<file path="src/hw/rtl/rational_bezier_plotter_defines.svh">
// Assertion macros shared by the rational Bezier plotter RTL.
`ifndef RATIONAL_BEZIER_PLOTTER_DEFINES_SVH
`define RATIONAL_BEZIER_PLOTTER_DEFINES_SVH
`ifndef NO_ASSERTIONS
`define RBP_ASSERT(label, prop, msg) \
  label: assert property (@(posedge clk) disable iff (!rst_n) prop) else $error(msg);
`define RBP_NEVER(label, cond, msg) \
  label: assert property (@(posedge clk) disable iff (!rst_n) !(cond)) else $error(msg);
`else
`define RBP_ASSERT(label, prop, msg)
`define RBP_NEVER(label, cond, msg)
`endif
`endif

</file>
<file path="src/hw/rtl/rbp_pkg.sv">
// Types, constants and command codes of the rational Bezier plotter.
`timescale 1ns / 1ps
`default_nettype none
package rbp_pkg;
  localparam int COORD_W        = 32;
  localparam int WEIGHT_W       = 16;
  localparam int SEG_W          = 6;
  localparam logic [SEG_W-1:0] SEG_RESET = 6'd16;
  localparam int MAX_POINTS_DEF = 16;
  localparam int BINOM_W        = 30;   // C(31,15) fits, enough for 32 points
  localparam int P_W            = 17;   // Q1.16 power term, up to 1.0
  localparam logic [P_W-1:0] ONE_Q16 = 17'h10000;
  localparam int C_W            = 32;
  localparam int OPND_W         = 33;
  localparam int PROD_W         = 66;
  localparam int ACC_W          = 64;
  localparam int DVD_W          = 64;
  localparam int DSR_W          = 32;
  localparam int QUO_W          = 32;
  localparam int MEM_W          = 3 * COORD_W + WEIGHT_W;

  typedef enum logic [2:0] {
    MUL_NONE, MUL_PT, MUL_PU, MUL_BP, MUL_W, MUL_X, MUL_Y, MUL_Z
  } mul_sel_t;

  typedef enum logic [2:0] {
    ACC_NONE, ACC_DEN, ACC_NX, ACC_NY, ACC_NZ
  } acc_sel_t;

  typedef enum logic [1:0] {
    DIV_T, DIV_X, DIV_Y, DIV_Z
  } div_sel_t;

  typedef struct packed {
    logic             wr_en;
    logic             rd_en;
    logic             bn_init;
    logic             bn_step;
    logic             div_start;
    div_sel_t         div_sel;
    logic             res_load;
    logic [SEG_W-1:0] i_idx;
    logic             p_init;
    logic             p_shift;
    mul_sel_t         mul_sel;
    acc_sel_t         acc_sel;
    logic             acc_clr;
    logic             out_load;
    logic             out_sample;
    logic             out_last;
    logic             out_trunc;
  } cmd_t;

  typedef struct packed {
    logic div_busy;
    logic out_free;
  } status_t;
endpackage
`default_nettype wire

</file>
<file path="src/hw/rtl/rbp_ctrl.sv">
// Controller: point loading, plot sequencing over samples, points and power terms.
`timescale 1ns / 1ps
`default_nettype none
`include "rational_bezier_plotter_defines.svh"
module rbp_ctrl #(
  parameter int MAX_POINTS = rbp_pkg::MAX_POINTS_DEF,
  localparam int AW = $clog2(MAX_POINTS),
  localparam int HW = $clog2(MAX_POINTS + 1)
) (
  input  wire logic                      clk,
  input  wire logic                      rst_n,
  input  wire logic                      in_valid,
  output logic                           in_ready,
  input  wire logic                      in_last,
  input  wire logic [rbp_pkg::SEG_W-1:0] seg_count,
  input  wire rbp_pkg::status_t          status,
  output rbp_pkg::cmd_t                  cmd,
  output logic [AW-1:0]                  wr_addr,
  output logic [AW-1:0]                  rd_addr
);
  typedef enum logic [4:0] {
    S_IDLE, S_PT_RD, S_PT_OUT, S_BN_INIT, S_BN_STEP, S_T_DIV, S_T_WAIT,
    S_J_RD, S_PT_MUL, S_PT_SH, S_PU_MUL, S_PU_SH, S_BP_MUL, S_W_MUL,
    S_C_ACC, S_X_MUL, S_Y_MUL, S_Z_MUL, S_Z_ACC, S_D_START, S_D_WAIT, S_S_OUT
  } state_t;

  state_t                   state_r, state_nxt;
  logic [HW-1:0]            held_r, held_nxt;
  logic                     ovf_r, ovf_nxt;
  logic [HW-1:0]            j_r, j_nxt;
  logic [HW-1:0]            s_r, s_nxt;
  logic [rbp_pkg::SEG_W-1:0] i_r, i_nxt;
  logic [HW-1:0]            pt_addr_r, pt_addr_nxt;
  logic                     pt_last_r, pt_last_nxt;
  logic                     short_r, short_nxt;
  rbp_pkg::div_sel_t        cs_r, cs_nxt;

  logic                     room;
  logic [HW-1:0]            held_after;
  logic [HW-1:0]            deg;
  logic [HW-1:0]            deg_left;

  assign room       = (held_r < HW'(MAX_POINTS));
  assign held_after = room ? held_r + 1'b1 : held_r;
  assign deg        = held_r - 1'b1;
  assign deg_left   = deg - j_r;

  assign in_ready = (state_r == S_IDLE);
  assign wr_addr  = held_r[AW-1:0];
  assign rd_addr  = (state_r == S_PT_RD || state_r == S_PT_OUT) ? pt_addr_r[AW-1:0]
                                                                 : j_r[AW-1:0];

  always_comb begin
    state_nxt   = state_r;
    held_nxt    = held_r;
    ovf_nxt     = ovf_r;
    j_nxt       = j_r;
    s_nxt       = s_r;
    i_nxt       = i_r;
    pt_addr_nxt = pt_addr_r;
    pt_last_nxt = pt_last_r;
    short_nxt   = short_r;
    cs_nxt      = cs_r;
    cmd         = '0;
    cmd.mul_sel = rbp_pkg::MUL_NONE;
    cmd.acc_sel = rbp_pkg::ACC_NONE;
    cmd.div_sel = rbp_pkg::DIV_T;
    cmd.i_idx   = i_r;
    cmd.out_trunc = ovf_r;

    unique case (state_r)
      S_IDLE: begin
        if (in_valid) begin
          cmd.wr_en = room;
          held_nxt  = held_after;
          ovf_nxt   = ovf_r | !room;
          if (in_last) begin
            if (held_after < HW'(2)) begin
              held_nxt = '0;
              ovf_nxt  = 1'b0;
            end else begin
              pt_addr_nxt = '0;
              pt_last_nxt = 1'b0;
              short_nxt   = (held_after == HW'(2)) || (seg_count < rbp_pkg::SEG_W'(2));
              state_nxt   = S_PT_RD;
            end
          end
        end
      end
      S_PT_RD: begin
        cmd.rd_en = 1'b1;
        state_nxt = S_PT_OUT;
      end
      S_PT_OUT: begin
        if (status.out_free) begin
          cmd.out_load = 1'b1;
          cmd.out_last = pt_last_r;
          if (pt_last_r) begin
            held_nxt  = '0;
            ovf_nxt   = 1'b0;
            state_nxt = S_IDLE;
          end else if (short_r) begin
            pt_addr_nxt = HW'(1);
            pt_last_nxt = 1'b1;
            state_nxt   = S_PT_RD;
          end else begin
            state_nxt = S_BN_INIT;
          end
        end
      end
      S_BN_INIT: begin
        cmd.bn_init = 1'b1;
        s_nxt       = '0;
        state_nxt   = S_BN_STEP;
      end
      S_BN_STEP: begin
        cmd.bn_step = 1'b1;
        s_nxt       = s_r + 1'b1;
        if (s_r == deg - 1'b1) begin
          i_nxt     = rbp_pkg::SEG_W'(1);
          state_nxt = S_T_DIV;
        end
      end
      S_T_DIV: begin
        cmd.div_start = 1'b1;
        state_nxt     = S_T_WAIT;
      end
      S_T_WAIT: begin
        if (!status.div_busy) begin
          cmd.res_load = 1'b1;
          cmd.acc_clr  = 1'b1;
          j_nxt        = '0;
          state_nxt    = S_J_RD;
        end
      end
      S_J_RD: begin
        cmd.rd_en  = 1'b1;
        cmd.p_init = 1'b1;
        s_nxt      = '0;
        if (j_r != '0) begin
          state_nxt = S_PT_MUL;
        end else if (deg_left != '0) begin
          state_nxt = S_PU_MUL;
        end else begin
          state_nxt = S_BP_MUL;
        end
      end
      S_PT_MUL: begin
        cmd.mul_sel = rbp_pkg::MUL_PT;
        state_nxt   = S_PT_SH;
      end
      S_PT_SH: begin
        cmd.p_shift = 1'b1;
        if (s_r + 1'b1 == j_r) begin
          s_nxt     = '0;
          state_nxt = (deg_left != '0) ? S_PU_MUL : S_BP_MUL;
        end else begin
          s_nxt     = s_r + 1'b1;
          state_nxt = S_PT_MUL;
        end
      end
      S_PU_MUL: begin
        cmd.mul_sel = rbp_pkg::MUL_PU;
        state_nxt   = S_PU_SH;
      end
      S_PU_SH: begin
        cmd.p_shift = 1'b1;
        if (s_r + 1'b1 == deg_left) begin
          s_nxt     = '0;
          state_nxt = S_BP_MUL;
        end else begin
          s_nxt     = s_r + 1'b1;
          state_nxt = S_PU_MUL;
        end
      end
      S_BP_MUL: begin
        cmd.mul_sel = rbp_pkg::MUL_BP;
        state_nxt   = S_W_MUL;
      end
      S_W_MUL: begin
        cmd.mul_sel = rbp_pkg::MUL_W;
        state_nxt   = S_C_ACC;
      end
      S_C_ACC: begin
        cmd.acc_sel = rbp_pkg::ACC_DEN;
        state_nxt   = S_X_MUL;
      end
      S_X_MUL: begin
        cmd.mul_sel = rbp_pkg::MUL_X;
        state_nxt   = S_Y_MUL;
      end
      S_Y_MUL: begin
        cmd.acc_sel = rbp_pkg::ACC_NX;
        cmd.mul_sel = rbp_pkg::MUL_Y;
        state_nxt   = S_Z_MUL;
      end
      S_Z_MUL: begin
        cmd.acc_sel = rbp_pkg::ACC_NY;
        cmd.mul_sel = rbp_pkg::MUL_Z;
        state_nxt   = S_Z_ACC;
      end
      S_Z_ACC: begin
        cmd.acc_sel = rbp_pkg::ACC_NZ;
        if (j_r == deg) begin
          cs_nxt    = rbp_pkg::DIV_X;
          state_nxt = S_D_START;
        end else begin
          j_nxt     = j_r + 1'b1;
          state_nxt = S_J_RD;
        end
      end
      S_D_START: begin
        cmd.div_sel   = cs_r;
        cmd.div_start = 1'b1;
        state_nxt     = S_D_WAIT;
      end
      S_D_WAIT: begin
        cmd.div_sel = cs_r;
        if (!status.div_busy) begin
          cmd.res_load = 1'b1;
          unique case (cs_r)
            rbp_pkg::DIV_X: begin
              cs_nxt    = rbp_pkg::DIV_Y;
              state_nxt = S_D_START;
            end
            rbp_pkg::DIV_Y: begin
              cs_nxt    = rbp_pkg::DIV_Z;
              state_nxt = S_D_START;
            end
            default: state_nxt = S_S_OUT;
          endcase
        end
      end
      S_S_OUT: begin
        if (status.out_free) begin
          cmd.out_load   = 1'b1;
          cmd.out_sample = 1'b1;
          if (i_r + 1'b1 == seg_count) begin
            pt_addr_nxt = deg;
            pt_last_nxt = 1'b1;
            state_nxt   = S_PT_RD;
          end else begin
            i_nxt     = i_r + 1'b1;
            state_nxt = S_T_DIV;
          end
        end
      end
      default: state_nxt = S_IDLE;
    endcase
  end

  always_ff @(posedge clk) begin
    if (!rst_n) begin
      state_r   <= S_IDLE;
      held_r    <= '0;
      ovf_r     <= 1'b0;
      j_r       <= '0;
      s_r       <= '0;
      i_r       <= '0;
      pt_addr_r <= '0;
      pt_last_r <= 1'b0;
      short_r   <= 1'b0;
      cs_r      <= rbp_pkg::DIV_X;
    end else begin
      state_r   <= state_nxt;
      held_r    <= held_nxt;
      ovf_r     <= ovf_nxt;
      j_r       <= j_nxt;
      s_r       <= s_nxt;
      i_r       <= i_nxt;
      pt_addr_r <= pt_addr_nxt;
      pt_last_r <= pt_last_nxt;
      short_r   <= short_nxt;
      cs_r      <= cs_nxt;
    end
  end

  `RBP_ASSERT(a_held_bound, held_r <= HW'(MAX_POINTS), "point count exceeds store depth")
  `RBP_NEVER(a_div_overrun, cmd.div_start && status.div_busy, "divider restarted while busy")
  `RBP_NEVER(a_out_overrun, cmd.out_load && !status.out_free, "output item overwritten")
  `RBP_ASSERT(a_plot_clears, (state_r == S_PT_OUT && pt_last_r && status.out_free) |=> (held_r == '0 && !ovf_r), "store not emptied after plot")
endmodule
`default_nettype wire

</file>
<file path="config.mk">
export PLATFORM = sky130hd
export DESIGN_NAME = rbp_ctrl
export DESIGN_NICKNAME = d
export VERILOG_FILES = /design/src/hw/rtl/rbp_pkg.sv /design/src/hw/rtl/rbp_ctrl.sv
export VERILOG_INCLUDE_DIRS = /design/src /design/src/hw/rtl
export SDC_FILE = /design/constraint.sdc
export NUM_CORES = 1
export LEC_CHECK = 0
export BUFFER_PORTS_ARGS = -buffer_cell sky130_fd_sc_hd__buf_4
export CORE_MARGIN = 8
export CORE_UTILIZATION = 47
export DETAILED_ROUTE_END_ITERATION = 8
export HOLD_SLACK_MARGIN = 0.08
export PLACE_DENSITY = 0.68
export SLEW_MARGIN = 20
export SYNTH_ARGS = -nofsm -noshare
export SYNTH_HDL_FRONTEND = slang
export SYNTH_SLANG_ARGS = --single-unit
</file>
<file path="constraint.sdc">
create_clock -name clk -period 8.1 [get_ports clk]
set_input_delay 1.215 -clock clk [delete_from_list [all_inputs] [get_ports clk]]
set_output_delay 1.215 -clock clk [all_outputs]
set_load 0.1 [all_outputs]
</file>
Yosys cells after proc, flatten, opt, wreduce, memory -nomap -nowiden

Cells that the tools add are included.

Flip-flop bits (word level): 35
Input bits: 12
Output and inout port bits: 36

Add/subtract/negate cells: 7
$lt $le $gt $ge: 3
Equality and inequality tests: 45
Mux-type cells: 84
Bitwise logic cells: 2
Reductions and logical operators: 27

Operators with widths:

| operator                                                            | count |
|---|---|
| 5-bit two-way mux                                                   | 22 |
| 5-bit one-hot mux with 22 select lines                              | 1 |
| 5-bit by 4-bit == test with 1-bit output (second input constant)    | 8 |
| 4-bit two-way mux                                                   | 9 |
| 5-bit == test (second input constant)                               | 6 |
| 1-bit two-way mux                                                   | 28 |
| 2-bit inequality test (second input constant)                       | 14 |
| 3-bit one-hot mux with 7 select lines                               | 1 |
| 5-bit by 3-bit == test with 1-bit output (second input constant)    | 4 |
| 5-bit == test                                                       | 4 |
| 5-bit one-hot mux with 2 select lines                               | 2 |
| 5-bit one-hot mux with 4 select lines                               | 1 |
| 6-bit two-way mux                                                   | 3 |
| 4-bit AND reduction                                                 | 4 |
| 5-bit by 1-bit adder with 5-bit output (second input constant)      | 3 |
| 5-bit by 2-bit == test with 1-bit output (second input constant)    | 3 |
| 2-bit OR reduction                                                  | 7 |
| 3-bit two-way mux                                                   | 4 |
| 3-bit one-hot mux with 4 select lines                               | 1 |
| 4-bit one-hot mux with 3 select lines                               | 1 |
| 6-bit one-hot mux with 2 select lines                               | 1 |
| 2-bit two-way mux                                                   | 5 |
| 5-bit nonzero test                                                  | 2 |
| 5-bit by 1-bit subtractor with 5-bit output (second input constant) | 2 |
| 26 further kinds                                                    | 32 |

Logic depth before layout (Yosys ltp)

Word-level depth: 7
Gate-level depth with buffers: 13
Depth with buffers taken out: 12

Worst setup path before layout

OpenSTA, ideal clock, no wires.

Path type: register to output
From: register state_r[3]
To: output port cmd[10] (netlist bit)
Arrival: 3.724 ns
Required time: 6.885 ns
Setup slack: 3.161 ns
Stages on the path, launching flop included: 6
Path buffers: 3
Path through: dfxtp_1 > buf_2 > clkbuf_1 > clkbuf_1 > nor3_1 > a31o_2

RTL lines:

| what                   | RTL line        | RTL |
|---|---|---|
| start, declared        | rbp_ctrl.sv:27  | `state_t state_r, state_nxt;` |
| start signal, assigned | rbp_ctrl.sv:265 | `state_r <= state_nxt;` |
| end, declared          | rbp_ctrl.sv:17  | `output rbp_pkg::cmd_t cmd,` |

==> results.txt <==
Setup repair after global routing left no endpoint under its margin. The post-detailed-placement half-perimeter wirelength came out at 7100 um. Power spread over the standard cell area amounts to 124 nW/um^2. The routed wire length on met3 is 501 um. The number of pins with negative max-slew slack in the final report is 0.

Pin placement for this block handled 48 I/O pins. The number of instances resized during post-cts repair came out at 0. The clock input transition at the sequential cells of the worst setup and hold paths came out at 80 ps. The detailed router used layers up to and including met4.

After filler insertion, the fill cell instance count of the layout stands at 676. The total power of the final layout came out at 0.469 mW. The leftover overflow at the end of global routing came out at 0. The die outline area is 10000 sq um. Of the cells placed in the final design, the portion with a size suffix greater than 1 is 0.169. The maximum vdd drop came out at 0.0575 mV. The synthesized area divided by synthesized cell count is 7.62 sq um. The wire length after detailed routing is 9410 um. The synthesized design contains 0 enable-type register cells. The cell area that synthesis handed to floorplanning was 3320 sq um.

The via count is 3290. The highest fanout seen on the critical path is 25. The hold violation total from the final report is 0. The H-tree depth came out at 2. The first-pass GRT wire length is 15500 um. The relative slew slack is 0.369.

The tree is rooted in a sky130_fd_sc_hd__clkbuf_8. For this run, the slowest stage of the critical path takes 870 ps. The cell with the largest stage delay on the worst path is sky130_fd_sc_hd__dfxtp_1. The CTS tree is built. The clock drives 35 sinks. The number of nets produced by synthesis came out at 465.

The number of global-route vias before repair is 3056. The leakage dissipation came out at 1.55 nW. The fraction of registers with async set/reset came out at 0. The final RePlAce weighted congestion is 0.907. The post-layout instance area is 3780 sq um. Using the TritonRoute via totals, the vias-per-cell ratio works out to 5.91. For this run, the total global-route usage over all layers was measured as 0.190. The setup path with the least slack is of type reg -> out.

Of the synthesized area, sequential elements account for 0.211. The number of optimization iterations in the first detailed-route pass is 5. The number of cell rows came out at 30.

For this configuration, the core starts out at a cell density of 0.486. From synthesis to final layout, the design area changed by 13.7%. The worst endpoint data arrival time is 2500 ps. The worst setup path is captured at an output port. The number of nets with antenna violations after routing is 0. The total negative slack for setup checks came out at 0 ps.

After detailed routing, the number of remaining DRC violations is 0. Of the available clock period, the critical path in the final layout requires 0.459. The number of unique standard cell types used by synthesis is 77. The worst-margin pin slew is 946 ps. The wire length the detailed router placed on met1 is 4420 um. The floorplan die height is 100 um. The repair_antennas step left the layout with diodes totalling 0. The highest clock rate is 269 MHz. The final critical path time including I/O delays and setup is 3720 ps. The worst hold path belongs to the class reg -> reg.

For this run, the leading register cell type out of synthesis is sky130_fd_sc_hd__dfxtp_1. Clock tree synthesis inserted a total of 5 buffers. Synthesis produced 436 cells. After detailed routing, the met2 layer carries 4340 um of wire. Entering global routing, the biggest net connects 30 pins.

The final setup skew is 11.4 ps. The final number of setup-violating endpoints came out at 0. The worst setup path is launched from a register.

The longest clock path from root to sink contains 2 buffers. Walking the worst path, the cells encountered are nand2b_1 -> nor3_1 -> and3_1 -> buf_4. After clock tree synthesis, the flow added hold-fix buffers numbering 0. After detailed routing, the average wire length per cell comes to 16.9 um. The width of the die came out at 100 um.

The setup fix buffers added after clock tree synthesis came out at 0. The detailed router finished its first iteration with 187 violations. The number of antenna violations at the first check in global routing came to 0. The layout net count came out at 489.

Across the run, the number of max-cap violations was 0. The number of port buffers came out at 47. The floorplan step defined a core boundary enclosing 6830 sq um.

For the worst-skew pair, the clock arrives at the later sink with an insertion delay of 300 ps. The count of warnings emitted by yosys came out at 0. The placed instance area is 3650 sq um.

The run finished with clean final reports. At the worst endpoint, the required time is 6880 ps. The number of flip-flops and latches in the synthesized netlist is 35.
-- where the power goes --
part           switching [mW]  internal (mW)  leakage, nW
clock                  0.0687          0.123       0.0654
combinational          0.0615         0.0374         1.20
sequential            0.00502          0.174        0.282
total                   0.135          0.334         1.55
-- logic make-up (layout without fill, tap and decap cells) --
group,Yosys count,in the layout,synth area share
xor gates and xnor gates,38,38,0.115
AOI/OAI and AO/OA,113,113,0.244
buffers and inverters,55,80,0.0742
and+or+nand+nor,170,170,0.263
muxes,8,8,0.0264
adders and majority gates,17,17,0.0663
DFF,35,35,0.211
-- registers in the layout, summed over array words and instances (netlist names) --
name and cells:
i_r 6, held_r 5, j_r 5, s_r 5
state_r 5, pt_addr_r 4, cs_r 2, ovf_r 1
pt_last_r 1, short_r 1
-- metal layers --
| layer | vias up | global-route usage |
|---|---|---|
| met5 | - | 0 |
| met4 | 0 | 0.0616 |
| met3 | 14 | 0.0332 |
| met2 | 104 | 0.304 |
| met1 | 1558 | 0.251 |
| li1 | 1614 | - |
-- layout by cell type (no fill, tap or decap), types with 15 or more instances in the layout --
master,instances
sky130_fd_sc_hd__buf_4,48
sky130_fd_sc_hd__nand2_1,45
sky130_fd_sc_hd__nor2_1,36
sky130_fd_sc_hd__dfxtp_1,35
sky130_fd_sc_hd__inv_1,24
sky130_fd_sc_hd__nand3_1,19
sky130_fd_sc_hd__a21oi_1,19
sky130_fd_sc_hd__xor2_1,18
sky130_fd_sc_hd__o21ai_0,18
sky130_fd_sc_hd__nor3_1,17
sky130_fd_sc_hd__ha_1,16
sky130_fd_sc_hd__xnor2_1,15
-- cell type report --
cell class | count | area, sq um | area share
multi-input cells | 346 | 2370 | 0.628
repair buffers | 48 | 360 | 0.0954
flip-flops and latches | 35 | 701 | 0.185
well taps | 96 | 120 | 0.0318
clock inverters | 2 | 60.1 | 0.0159
inverters | 24 | 90.1 | 0.0238
clock buffers | 6 | 72.6 | 0.0192
-- path summary, 6_finish.rpt --
kind / startpoint / depth (start not counted) / slack (ps) / endpoint
hold / removal: pt_addr_r[2]$_SDFFE_PN0P_ / 2 / 450 / pt_addr_r[2]$_SDFFE_PN0P_
hold reg to reg: pt_addr_r[2]$_SDFFE_PN0P_ / 2 / 450 / pt_addr_r[2]$_SDFFE_PN0P_
setup reg to reg: held_r[2]$_SDFFE_PN0P_ / 12 / 4580 / state_r[2]$_SDFFE_PN0P_
setup / recovery: state_r[1]$_SDFFE_PN0P_ / 4 / 4380 / cmd[1]
-- synth_stat cells, drive strengths merged, types with 7 or more instances --
library cell	number	area (sq um)
nand2	45	169
nor2	37	141
dfxtp	35	701
inv	24	90.1
o21ai	24	120
a21oi	19	95.1
nand3	19	95.1
buf	18	108
nor3	18	95.1
xnor2	18	180
xor2	18	158
ha	16	200
clkbuf	13	48.8
nand2b	9	56.3
o211ai	8	65.1
nor2b	7	43.8
-- stage by stage --
| step | worst slack, ps | utilization | hold slack, ps | cells |
|---|---|---|---|---|
| after global placement | 4710 | 0.534 | 449 | 549 |
| after global routing | 4230 | 0.553 | 478 | 557 |
| after floorplan | 3160 | - | 429 | 436 |
| after CTS | 4450 | 0.553 | 455 | 557 |
| after detailed placement | 4700 | 0.534 | 444 | 549 |
| final | 4380 | 0.553 | 453 | 557 |
-- critical path, delay by kind of cell (launching register included) --
family	cells	cell delay, ps
buffers and inverters	1	300
flip-flops	1	870
AND/OR/NAND/NOR	3	1020
Power figures use the tool's default switching activity.
